## src/design/mist_pkg.sv

```systemverilog
// shared types and constants for the meter id slot table
package mist_pkg;

    localparam int OP_W             = 3;
    localparam int ID_W             = 48;
    localparam int SLOT_W           = 9;
    localparam int LEN_W            = 8;
    localparam int STATUS_W         = 2;
    localparam int COUNT_W          = 10;
    localparam int INSERT_ROW_LIMIT = 29;

    // operation codes
    typedef enum logic [OP_W-1:0] {
        OP_LOOKUP    = 3'd0,
        OP_INSERT    = 3'd1,
        OP_SET_LEN   = 3'd2,
        OP_READ      = 3'd3,
        OP_CLEAR     = 3'd4,
        OP_CLEAR_LEN = 3'd5,
        OP_COUNT     = 3'd6
    } t_op;

    // result status codes
    typedef enum logic [STATUS_W-1:0] {
        STATUS_OK        = 2'd0,
        STATUS_NOT_FOUND = 2'd1,
        STATUS_FULL      = 2'd2,
        STATUS_EMPTY     = 2'd3
    } t_status;

    // sequencer states
    typedef enum logic [2:0] {
        S_CLEAR,
        S_IDLE,
        S_SCAN,
        S_INSERT,
        S_SLOT,
        S_RESP
    } t_state;

    // one table entry as held in memory
    typedef struct packed {
        logic [ID_W-1:0]  meter_id;
        logic             occupied;
        logic [LEN_W-1:0] frame_length;
    } t_entry;

    // one finished result
    typedef struct packed {
        t_status            status;
        logic [SLOT_W-1:0]  result_slot;
        logic [ID_W-1:0]    stored_id;
        logic [LEN_W-1:0]   stored_length;
        logic [COUNT_W-1:0] entry_count;
    } t_result;

endpackage

```

## src/design/mist_ctrl.sv

```systemverilog
// request sequencer: clearing pass, table scans and read-modify-write
module mist_ctrl
    import mist_pkg::*;
#(
    parameter int TABLE_COLUMNS = 16,
    parameter int TABLE_ROWS    = 32,
    parameter int SLOT_COUNT    = 512,
    parameter int AW            = 9,
    parameter int CLW           = 4,
    parameter int RW            = 5,
    parameter int CW            = 10
) (
    input  logic              i_clk,
    input  logic              i_rst_n,
    input  logic              i_valid,
    output logic              o_ready,
    input  logic [OP_W-1:0]   i_operation,
    input  logic [ID_W-1:0]   i_meter_id,
    input  logic [SLOT_W-1:0] i_slot,
    input  logic [LEN_W-1:0]  i_data_length,
    output logic              o_res_valid,
    input  logic              i_res_take,
    output t_result           o_res,
    output logic              o_rd_en,
    output logic [AW-1:0]     o_rd_addr,
    input  t_entry            i_rd_data,
    output logic              o_wr_en,
    output logic [AW-1:0]     o_wr_addr,
    output t_entry            o_wr_data
);

    localparam int INS_ROWS = (INSERT_ROW_LIMIT < TABLE_ROWS) ? INSERT_ROW_LIMIT : TABLE_ROWS;
    localparam logic [AW-1:0]  LAST_ADDR = AW'(SLOT_COUNT - 1);
    localparam logic [CLW-1:0] LAST_COL  = CLW'(TABLE_COLUMNS - 1);
    localparam logic [RW-1:0]  LAST_ROW  = RW'(INS_ROWS - 1);

    t_state            r_state, n_state;
    logic [OP_W-1:0]   r_op, n_op;
    logic [ID_W-1:0]   r_id, n_id;
    logic [SLOT_W-1:0] r_slot, n_slot;
    logic [LEN_W-1:0]  r_len, n_len;
    logic [AW-1:0]     r_addr, n_addr;
    logic [CLW-1:0]    r_col, n_col;
    logic [RW-1:0]     r_row, n_row;
    logic              r_issue_done, n_issue_done;
    logic              r_pend, n_pend;
    logic [AW-1:0]     r_pend_idx, n_pend_idx;
    logic              r_pend_last, n_pend_last;
    logic [CW-1:0]     r_total, n_total;
    t_result           r_res, n_res;

    // control registers
    always_ff @(posedge i_clk) begin
        if (!i_rst_n) begin
            r_state      <= S_CLEAR;
            r_addr       <= '0;
            r_issue_done <= 1'b0;
            r_pend       <= 1'b0;
            r_total      <= '0;
        end else begin
            r_state      <= n_state;
            r_addr       <= n_addr;
            r_issue_done <= n_issue_done;
            r_pend       <= n_pend;
            r_total      <= n_total;
        end
    end

    // request and scan payload
    always_ff @(posedge i_clk) begin
        r_op        <= n_op;
        r_id        <= n_id;
        r_slot      <= n_slot;
        r_len       <= n_len;
        r_col       <= n_col;
        r_row       <= n_row;
        r_pend_idx  <= n_pend_idx;
        r_pend_last <= n_pend_last;
        r_res       <= n_res;
    end

    // next state, memory accesses and results
    always_comb begin
        n_state      = r_state;
        n_op         = r_op;
        n_id         = r_id;
        n_slot       = r_slot;
        n_len        = r_len;
        n_addr       = r_addr;
        n_col        = r_col;
        n_row        = r_row;
        n_issue_done = r_issue_done;
        n_pend       = 1'b0;
        n_pend_idx   = r_pend_idx;
        n_pend_last  = r_pend_last;
        n_total      = r_total;
        n_res        = r_res;
        o_ready      = 1'b0;
        o_res_valid  = 1'b0;
        o_rd_en      = 1'b0;
        o_rd_addr    = r_addr;
        o_wr_en      = 1'b0;
        o_wr_addr    = r_pend_idx;
        o_wr_data    = i_rd_data;

        case (r_state)
            // zero every entry after reset
            S_CLEAR: begin
                o_wr_en   = 1'b1;
                o_wr_addr = r_addr;
                o_wr_data = '0;
                if (r_addr == LAST_ADDR) begin
                    n_addr  = '0;
                    n_state = S_IDLE;
                end else begin
                    n_addr = r_addr + AW'(1);
                end
            end

            // take a request
            S_IDLE: begin
                o_ready = 1'b1;
                if (i_valid) begin
                    n_op         = i_operation;
                    n_id         = i_meter_id;
                    n_slot       = i_slot;
                    n_len        = i_data_length;
                    n_addr       = '0;
                    n_col        = '0;
                    n_row        = '0;
                    n_issue_done = 1'b0;
                    n_res        = '0;
                    case (i_operation)
                        OP_LOOKUP, OP_SET_LEN: begin
                            n_state = S_SCAN;
                        end
                        OP_INSERT: begin
                            n_state = S_INSERT;
                        end
                        OP_READ, OP_CLEAR, OP_CLEAR_LEN: begin
                            if (int'(i_slot) >= SLOT_COUNT) begin
                                n_res.status = STATUS_EMPTY;
                                n_state      = S_RESP;
                            end else begin
                                o_rd_en    = 1'b1;
                                o_rd_addr  = AW'(i_slot);
                                n_pend     = 1'b1;
                                n_pend_idx = AW'(i_slot);
                                n_state    = S_SLOT;
                            end
                        end
                        default: begin
                            n_state = S_RESP;
                        end
                    endcase
                end
            end

            // linear scan for the lowest slot holding the matching id
            S_SCAN: begin
                if (!r_issue_done) begin
                    o_rd_en     = 1'b1;
                    n_pend      = 1'b1;
                    n_pend_idx  = r_addr;
                    n_pend_last = (r_addr == LAST_ADDR);
                    if (r_addr == LAST_ADDR) begin
                        n_issue_done = 1'b1;
                    end else begin
                        n_addr = r_addr + AW'(1);
                    end
                end
                if (r_pend) begin
                    if (i_rd_data.meter_id == r_id) begin
                        n_res.status        = STATUS_OK;
                        n_res.result_slot   = SLOT_W'(r_pend_idx);
                        n_res.stored_length = i_rd_data.frame_length;
                        if (r_op == OP_SET_LEN) begin
                            o_wr_en                = 1'b1;
                            o_wr_data.frame_length = r_len;
                            n_res.stored_length    = r_len;
                        end
                        n_pend  = 1'b0;
                        n_state = S_RESP;
                    end else if (r_pend_last) begin
                        n_res.status = STATUS_NOT_FOUND;
                        n_pend       = 1'b0;
                        n_state      = S_RESP;
                    end
                end
            end

            // column-interleaved scan for the first free slot
            S_INSERT: begin
                if (!r_issue_done) begin
                    o_rd_en     = 1'b1;
                    n_pend      = 1'b1;
                    n_pend_idx  = r_addr;
                    n_pend_last = (r_col == LAST_COL) && (r_row == LAST_ROW);
                    if ((r_col == LAST_COL) && (r_row == LAST_ROW)) begin
                        n_issue_done = 1'b1;
                    end else if (r_row == LAST_ROW) begin
                        n_row  = '0;
                        n_col  = r_col + CLW'(1);
                        n_addr = AW'(r_col) + AW'(1);
                    end else begin
                        n_row  = r_row + RW'(1);
                        n_addr = r_addr + AW'(TABLE_COLUMNS);
                    end
                end
                if (r_pend) begin
                    if (!i_rd_data.occupied) begin
                        o_wr_en                = 1'b1;
                        o_wr_data.meter_id     = r_id;
                        o_wr_data.occupied     = 1'b1;
                        o_wr_data.frame_length = '0;
                        n_total                = r_total + CW'(1);
                        n_res.status           = STATUS_OK;
                        n_res.result_slot      = SLOT_W'(r_pend_idx);
                        n_pend                 = 1'b0;
                        n_state                = S_RESP;
                    end else if (r_pend_last) begin
                        n_res.status = STATUS_FULL;
                        n_pend       = 1'b0;
                        n_state      = S_RESP;
                    end
                end
            end

            // addressed slot: read, clear or clear length
            S_SLOT: begin
                n_res.result_slot = r_slot;
                case (r_op)
                    OP_READ: begin
                        n_res.stored_length = i_rd_data.frame_length;
                        if (i_rd_data.occupied) begin
                            n_res.status    = STATUS_OK;
                            n_res.stored_id = i_rd_data.meter_id;
                        end else begin
                            n_res.status = STATUS_EMPTY;
                        end
                    end
                    OP_CLEAR: begin
                        o_wr_en   = 1'b1;
                        o_wr_data = '0;
                        if (i_rd_data.occupied && (r_total != '0)) begin
                            n_total = r_total - CW'(1);
                        end
                    end
                    default: begin
                        o_wr_en                = 1'b1;
                        o_wr_data.frame_length = '0;
                    end
                endcase
                n_state = S_RESP;
            end

            // hand the result to the output register
            S_RESP: begin
                o_res_valid = 1'b1;
                if (i_res_take) begin
                    n_state = S_IDLE;
                end
            end

            default: begin
                n_state = S_IDLE;
            end
        endcase
    end

    // the count always reflects the table after the request
    always_comb begin
        o_res             = r_res;
        o_res.entry_count = COUNT_W'(r_total);
    end

endmodule

```

## config.mk

```make
export PLATFORM = sky130hd
export DESIGN_NAME = mist_ctrl
export DESIGN_NICKNAME = d
export VERILOG_FILES = /design/src/design/mist_pkg.sv /design/src/design/mist_ctrl.sv
export SDC_FILE = /design/constraint.sdc
export NUM_CORES = 1
export LEC_CHECK = 0
export ABC_AREA = 0
export BUFFER_PORTS_ARGS = -buffer_cell sky130_fd_sc_hd__buf_2
export CORE_MARGIN = 10
export CORE_UTILIZATION = 55
export DETAILED_ROUTE_END_ITERATION = 7
export GPL_ROUTABILITY_DRIVEN = 1
export MAX_ROUTING_LAYER = met4
export PLACE_DENSITY = 0.87
export SLEW_MARGIN = 20
export SYNTH_ARGS = -nofsm -noshare
export SYNTH_HDL_FRONTEND = slang
export SYNTH_SLANG_ARGS = --single-unit
```

## constraint.sdc

```tcl
create_clock -name i_clk -period 5.3 [get_ports i_clk]
set_clock_uncertainty 0.15 [all_clocks]
set_input_delay 0.265 -clock i_clk [delete_from_list [all_inputs] [get_ports i_clk]]
set_output_delay 0.265 -clock i_clk [all_outputs]
set_load 0.03 [all_outputs]
```

==> results of run 1 <==
## state kept, by name, indices dropped and copies added (netlist names), 4 cells and up
| signal | flops |
|---|---|
| r_pend_idx | 9 |
| r_row | 5 |
| r_id | 48 |
| r_addr | 9 |
| r_total | 10 |
| o_res | 67 |
| r_col | 4 |
| r_slot | 9 |
| r_len | 8 |
## cells in the final DEF (no fill, tap or decap), types with 7 or more instances in the layout
cell type,count
nor3_1,12
nand3_1,15
a21oi_1,30
dlygate4sd3_1,73
xor2_1,55
buf_2,284
and3_1,54
nand2_1,59
o21ai_0,25
a22o_1,73
nor2_1,44
mux2_2,19
nand4_1,7
clkbuf_16,17
nor4_1,17
dfxtp_1,23
inv_1,13
edfxtp_1,154
ha_1,14
## layer usage
layer  GRT usage, %  wire length (um)  vias to the layer above
met5              -                 0                        -
met4           10.2               944                        0
met3           5.81              2730                       72
met2           46.5             15200                      472
met1           31.3             10600                     3709
li1               -                 -                     3500
## report_power, final
group | switching (W) | internal (W) | total (W) | leakage (nW)
clock | 0.000557 | 0.000704 | 0.00126 | 0.281
sequential | 0.00000400 | 0.00151 | 0.00151 | 1.48
combinational | 0.0000789 | 0.0000879 | 0.000167 | 3.16
total | 0.000640 | 0.00230 | 0.00294 | 4.92
## logic make-up after synthesis
kind of cell,after synthesis,synth area share [%]
AND/OR/NAND/NOR,244,14.6
adder cells (fa/ha/maj),15,2.23
flip-flops,178,58.2
multiplexers,22,2.78
AO/OA/AOI/OAI,161,13.7
XOR/XNOR,61,6.09
buffers and inverters,54,2.40
## worst max path at each step
stage | cells after the start | slack (ns) | startpoint | end
after floorplan | 5 | 2.07 | r_state[2] | o_res[10]
after global placement | 9 | 1.62 | r_state[2] | r_total[9]
after detailed placement | 9 | 1.53 | r_state[2] | r_total[9]
after CTS | 6 | 1.25 | r_state[2] | o_wr_data[35]
after global routing | 8 | 1.06 | r_state[1] | o_wr_data[4]
final | 8 | 1.29 | r_state[1] | o_wr_data[4]
## cells in the mapped netlist (2+ instances only)
cell type | n | area share [%]
edfxtp_1 | 154 | 53
o31ai_1 | 5 | 0.43
a21o_1 | 2 | 0.17
and3_1 | 54 | 3.9
xor2_1 | 55 | 5.5
nor3b_1 | 4 | 0.34
nand2_1 | 60 | 2.6
nor3_1 | 12 | 0.68
o2111ai_1 | 2 | 0.20
and4_1 | 2 | 0.20
a32o_1 | 2 | 0.23
o21ai_0 | 25 | 1.4
a22o_1 | 73 | 7.3
o22ai_1 | 2 | 0.14
a31oi_1 | 3 | 0.21
nor2b_1 | 5 | 0.36
or4_1 | 3 | 0.26
a211oi_1 | 5 | 0.43
nor2_1 | 45 | 1.9
buf_2 | 6 | 0.34
xnor2_1 | 6 | 0.60
mux2i_1 | 3 | 0.34
nand3b_1 | 4 | 0.34
ha_1 | 14 | 2.0
nand4_1 | 7 | 0.50
nand3_1 | 15 | 0.86
and2_1 | 4 | 0.29
a21oi_1 | 31 | 1.8
buf_1 | 6 | 0.26
nand2b_1 | 5 | 0.36
clkbuf_1 | 26 | 1.1
dfxtp_1 | 24 | 5.5
mux2_2 | 19 | 2.4
nor4_1 | 17 | 1.2
inv_1 | 14 | 0.60
## final cells by class
type	instances	area share, %
clock inverters	13	1.27
flip-flops and latches	178	43.7
well taps	216	2.31
repair buffers	363	18.8
inverters	16	0.513
diodes	2	0.0428
clock buffers	19	3.70
multi-input cells	503	29.7
## through the flow
stage / hold WS [ns] / cell area, sq um
after global routing: 0.00875 / 11700
final: 0.0200 / 11700
after detailed placement: 0.293 / 10400
after floorplan: 0.214 / 8770
after global placement: 0.291 / 10400
after CTS: 0.000797 / 11700
==> impl_summary.md, run 1 <==
Routing
After detailed routing, the number of vias per cell comes to 5.92. The detailed-route wire length is 29.5 mm. The post-detailed-route wirelength per cell is approximately 23 um. The total DRC errors in the routed layout is 0. The via count is about 7800. The first detailed-routing pass ran for 5 iterations.

In this run the remaining antenna-violating nets after routing total 0. The violation count after the first detailed-route iteration is 952.

GRT
For this run the aggregate overflow at the end of global routing stands at 0. The maximum number of pins on one net before global-route repair is 69. The number of global-route vias before repair is 7654. The wire length of the first global-routing pass is 44.8 mm.

The initial antenna violation count is 1. For this run, the total global-route usage over all layers was measured as 27.4%.

Clocking
Buffers added to address setup during post-CTS repair amount to 0. The clock tree from TritonCTS is done. TritonCTS created 17 clock buffers. The number of sinks driven by the clock tree is 178. After clock tree synthesis, the repair step resized 0 gates. The longest clock path from root to sink contains 2 buffers.

The number of H-tree branching levels is 4. The clock root buffer is clkbuf_16. The clock slew seen by the registers of the worst setup and hold paths is 0.07 ns. The later pin in the worst-skew pair is clocked with a latency of about 0.44 ns. After clock tree synthesis, the flow added hold-fix buffers numbering 73.

Synthesis
Summing every instance area after synthesis gives 8770 sq um. During synthesis, Yosys emitted a total of 0 warnings. A synthesized cell averages 11.9 sq um. Sequential elements use 58.2% of the synthesized area. Counting every instance in the synthesized netlist gives 735. Counting flops with a built-in enable in the synthesized netlist gives ~150.

The fraction of synthesis flops using an asynchronous set or reset pin is 0%. The synthesized netlist net count is 879. Among all flip-flop cells after synthesis, the most frequent one is edfxtp_1. The flop and latch count out of synthesis is ~180. The number of unique standard cell types used by synthesis is 56.

Worst setup path
The critical path goes through nand3b_1, nor3b_4, buf_4, nor2_1, nor2_1, a31oi_4, a22o_1, buf_2. The kind of cell with the highest combined delay on the critical path is simple AND/OR/NAND/NOR gates. The number of cells on the worst reg-to-reg path is 6. Data arrives at the worst endpoint at 3.59 ns. Together, buffers and inverters on the worst path number 2. The slowest stage of the critical path is the dfxtp_1 cell. The critical setup path kind is register to primary output. The kind of end point of the critical path is a primary output. The terminus of the critical flop-to-flop path is r_total[9]. In this run the critical register-to-register path is launched from r_state[1]. The required time of the critical path is 4.89 ns.

The largest single stage delay on the critical path is 0.83 ns. The most repeated library cell on the critical path is nor2_1. Along the worst path, the maximum fanout reaches 50. The slack of the worst reg-to-reg path is 1.74 ns. STA classifies the critical path startpoint as a register.

Placed design
The routability congestion estimate is 0.955. Input and output buffers added on the ports amount to 284. The half-perimeter wire length of the detailed placement result is between 20 and 25 mm.

The pre-CTS setup slack is ~1.5 ns. The number of cells in the design after placement is 1203.

STA
The portion of the clock cycle consumed by the worst path in the final layout is 75.6%. For the pin with the worst max-slew slack, the measured transition is ~0.91 ns. The number of max-slew violations in the final report is 0.

Setup repair after global routing left no endpoint under its margin. Headroom to the max-slew limit came out at 39.2%. For this run, the top clock speed supported by timing is ~250 MHz. Setup violations remaining at the end of the flow were counted as 0. The final period demand of the worst path is between 4 and 5 ns. After layout, the worst setup slack is 1.29 ns. The final count of hold timing violations came to 0. After routing, the total negative slack on setup checks comes to 0 ns.

Min path
The hold path depth is 2. The worst min-delay path class is primary input to register. The startpoint of the most critical hold path is i_rd_data[4]. The path with the worst hold slack has its endpoint at o_res[14].

Finish
The final core utilization is 74.2%. Registers take 5110 sq um. The number of fillers in the final layout is 1059. The combined area of the multi-input logic cells is 3480 sq um. The net count of the finished layout is 1223. The post-route netlist has 32.5% of its cells at a drive strength greater than 1. The area growth from synthesis to layout is 33.4%. For this run, the number of standard cells in the final layout without fillers is ~1300.

Power and ir drop
The total design power is 0.00294 W. For this design the ratio of total power to cell area is 251 nW/um^2. The maximum vdd ir drop is ~0.31 mV. The analysis attributes to cell leakage a power of 4.92 nW.

Run
The tool flagged a number of max-cap violations equal to 0.

Floorplan
The overall die area is between 20000 and 25000 sq um. The initial core utilization is 55.6%. The floorplan has 46 rows. The vertical die dimension is 146 um. In this run the count of I/O pins placed on the die edge is around 290. Measured along the x axis, the die boundary spans about 150 um. After floorplanning, the core was sized to cover 15800 sq um.

Run status
The run finished with clean final reports.
Power figures use the tool's default switching activity.
==> run 2: changes to the inputs <==
CORE_UTILIZATION = 51   (was 55)
PLACE_DENSITY = 0.81   (was 0.87)
clock period = 3.8 ns   (was 5.3 ns; I/O delays follow)
==> run 2 against run 1 <==
Setup slack got worse by 1.0 ns; worst hold slack improved by 0.011 ns; clock power increased by 34%; count of clock-buffer cells in the layout decreased by 2; via count increased by 3.4%; largest cell class unchanged.
==> impl_summary.md, run 2 (synthesized netlist as in run 1, its figures left out) <==
Floorplan
The area of the core is 16700 sq um (was 15800 sq um). The overall die area was 22800 sq um (was 21400 sq um). The die width is 151 um (was 146 um).

The vertical die dimension came to 151 um (was 146 um). The initial core utilization was 52.5% (was 55.6%). The number of I/O pins is 285 (unchanged). The count of standard-cell rows is 47 (was 46).

Routing
The total DRC errors in the routed layout is 0 (unchanged). The detailed-route wire length is 30.5 mm (was 29.5 mm). The post-detailed-route wirelength per cell is 22.2 um (was 22.5 um). The via density per instance is 5.84 (was 5.92). The routed metal-1 wire length is 11.2 mm (was 10.6 mm). The iteration count of the initial detailed-routing pass is 5 (unchanged).

The violation count after the first detailed-route iteration is 789 (was 952). The total length of routed met2 wires is 15.4 mm (was 15.2 mm). The detailed route wirelength on metal3 is 2.48 mm (was 2.73 mm). The highest layer used for signal routing is met4 (unchanged). The via count was 8017 (was 7753). The post-detailed-route count of antenna-violating nets was 0 (unchanged).

Run
The count of maximum capacitance violations came to 0 (unchanged).

Worst setup path
The kind of end point of the critical path is a primary output (unchanged). The highest-delay cell along the critical path is nor4_1 (was dfxtp_1). The kind of cell with the highest combined delay on the critical path is simple AND/OR/NAND/NOR gates (unchanged).

The sum of buffers and inverters on the critical path was 1 (was 2). The critical setup path kind is register to primary output (unchanged). The kind of start point of the critical path is a register (unchanged). The arrival time of data at the critical path endpoint is 3.20 ns (was 3.59 ns). The delay of the slowest cell on the worst path came to 0.66 ns (was 0.83 ns). The required time of the critical path came to 3.46 ns (was 4.89 ns).

Critical path, cell by cell: xor2_1, nor4_1, nand4_1, nor3_4, and3_1, a22o_1, buf_2 (was nand3b_1, nor3b_4, buf_4, nor2_1, nor2_1, a31oi_4, a22o_1, buf_2). The maximum fanout count along the critical path is 8 (was 50).

Power and ir drop
The areal power density over the cells is 332 nW/um^2 (was 251 nW/um^2). The leakage dissipation is 5.18 nW (was 4.92 nW). The maximum vdd ir drop is 0.353 mV (was 0.311 mV).

The total design power was 0.00407 W (was 0.00294 W).

Run status
Result of the run: finished clean (unchanged).

GRT
The wire length of the first global-routing pass is 45.2 mm (was 44.8 mm). The initial antenna violation count is 1 (unchanged). The maximum number of pins on one net before global-route repair came to 69 (unchanged). The number of global-route vias before repair is 7914 (was 7654). The overall fraction of global-route tracks in use is 26.3% (was 27.4%). The residual overflow from global routing is 0 (unchanged).

Placed design
The post-placement cell area is 10500 sq um (was 10400 sq um). The count of buffers inserted at the top-level ports was 284 (unchanged). The half-perimeter wire length of the detailed placement result came to 20.0 mm (was 20.5 mm).

The routability congestion estimate is 0.966 (was 0.955). The number of cells in the design after placement is 1215 (was 1203).

Clocking
The number of H-tree branching levels is 4 (unchanged). The clock slew seen by the registers of the worst setup and hold paths came to 0.07 ns (about the same). The number of CTS-inserted buffers is 17 (unchanged). The post-CTS setup-driven buffer insertion count was 0 (unchanged). The clock latency reported for the late side of the worst-skew pair was 0.43 ns (was 0.44 ns). The clock root buffer is clkbuf_16 (unchanged).

The maximum buffer depth of the clock tree is 2 (unchanged). The clock tree from TritonCTS is done (unchanged). The post-cts repair resize count is 0 (unchanged). The number of sinks driven by the clock tree is 178 (unchanged).

STA
The transition at the pin with the smallest max-transition slack came to 0.825 ns (was 0.911 ns). RSZ-0062 raised after global routing: no (unchanged). The number of max-slew violations in the final report is 0 (unchanged). The achievable frequency is 282 MHz. The worst path needs 3.54 ns of the cycle, external delays included.

The relative slew slack is 44.7% (was 39.2%). The final count of hold timing violations came to 0 (unchanged). The final count of negative-setup-slack endpoints is 0 (unchanged). The portion of the clock cycle consumed by the worst path in the final layout is 93.3%. The setup TNS is 0 ns (unchanged).

Min path
The worst min-delay path class is primary input to register (unchanged).

Finish
The number of fillers in the final layout is 1099 (was 1059). The combined area of the multi-input logic cells was 3480 sq um (unchanged). The flip-flop count of the largest register, all copies and words added is 67 (unchanged). The area growth from synthesis to layout was 39.8% (was 33.4%). Most used cells in the layout excluding fill and tap cells: buf_2, edfxtp_1, dlygate4sd3_1 (was buf_2, edfxtp_1, a22o_1, dlygate4sd3_1, nand2_1). The layout net count is 1281 (was 1223). The non-filler instance count after layout is 1372 (was 1310). The share of layout cells above drive strength 1 came to 31.7% (was 32.5%). The most common cell after layout, fill and taps aside is buf_2 (unchanged). The total non-filler cell area in the finished layout is 12300 sq um (was 11700 sq um). The flip-flop and latch area is 5110 sq um (about the same).
-- run 2: cell count changes in the layout (fill, tap and decap cells not counted), moves of 2 or more --
cell | previous run | this run
dlygate4sd3_1 | 73 | 123
buf_4 | 6 | 13
inv_8 | 1 | 4
clkinv_4 | 1 | 4
clkinvlp_4 | 2 | 0
clkbuf_1 | 2 | 0
bufinv_16 | 2 | 0
-- run 2: worst paths after layout --
path	start	endpoint	slack, ns	depth (start not counted)
hold reg to reg	r_total[8]	r_total[8]	0.37	2
hold / removal	i_rd_data[49]	o_res[58]	0.03	2
setup reg to reg	r_state[2]	r_total[9]	0.52	9
setup / recovery	r_id[0]	o_wr_data[0]	0.26	7
-- run 2: layout make-up --
type                    instances  share of cell area [%]
repair buffers                421                    22.6
diodes                          2                  0.0408
flip-flops and latches        178                    41.7
well taps                     220                    2.25
inverters                      16                   0.490
multi-input cells             503                    28.4
clock inverters                15                    1.14
clock buffers                  17                    3.47
-- run 2: per-layer routing --
metal	global-route usage [%]	vias to the layer above
met2	42.3	475
li1	-	3610
met3	5.43	102
met1	31.2	3830
met5	-	-
met4	12.5	0
-- run 2: repair_timing --
action                                 4_1_cts  5_1_grt
hold buffers                               123        0
endpoints found under the hold margin      136        0
setup endpoints to repair                    0        0
-- run 2: stage by stage --
step	setup slack (ns)	utilization (%)	hold WS [ns]
after floorplan	0.572	-	0.139
after global placement	0.791	62.6	0.216
after detailed placement	0.660	62.6	0.218
after CTS	0.334	73.4	0.00992
after global routing	0.121	73.4	0.0196
final	0.256	73.4	0.0311
-- run 2: report_power, final --
part           internal [W]  leakage (nW)  switching [W]
Combinational      0.000156          3.41       0.000118
Clock              0.000869         0.281       0.000820
Sequential          0.00211          1.48     0.00000508
Total               0.00313          5.18       0.000943
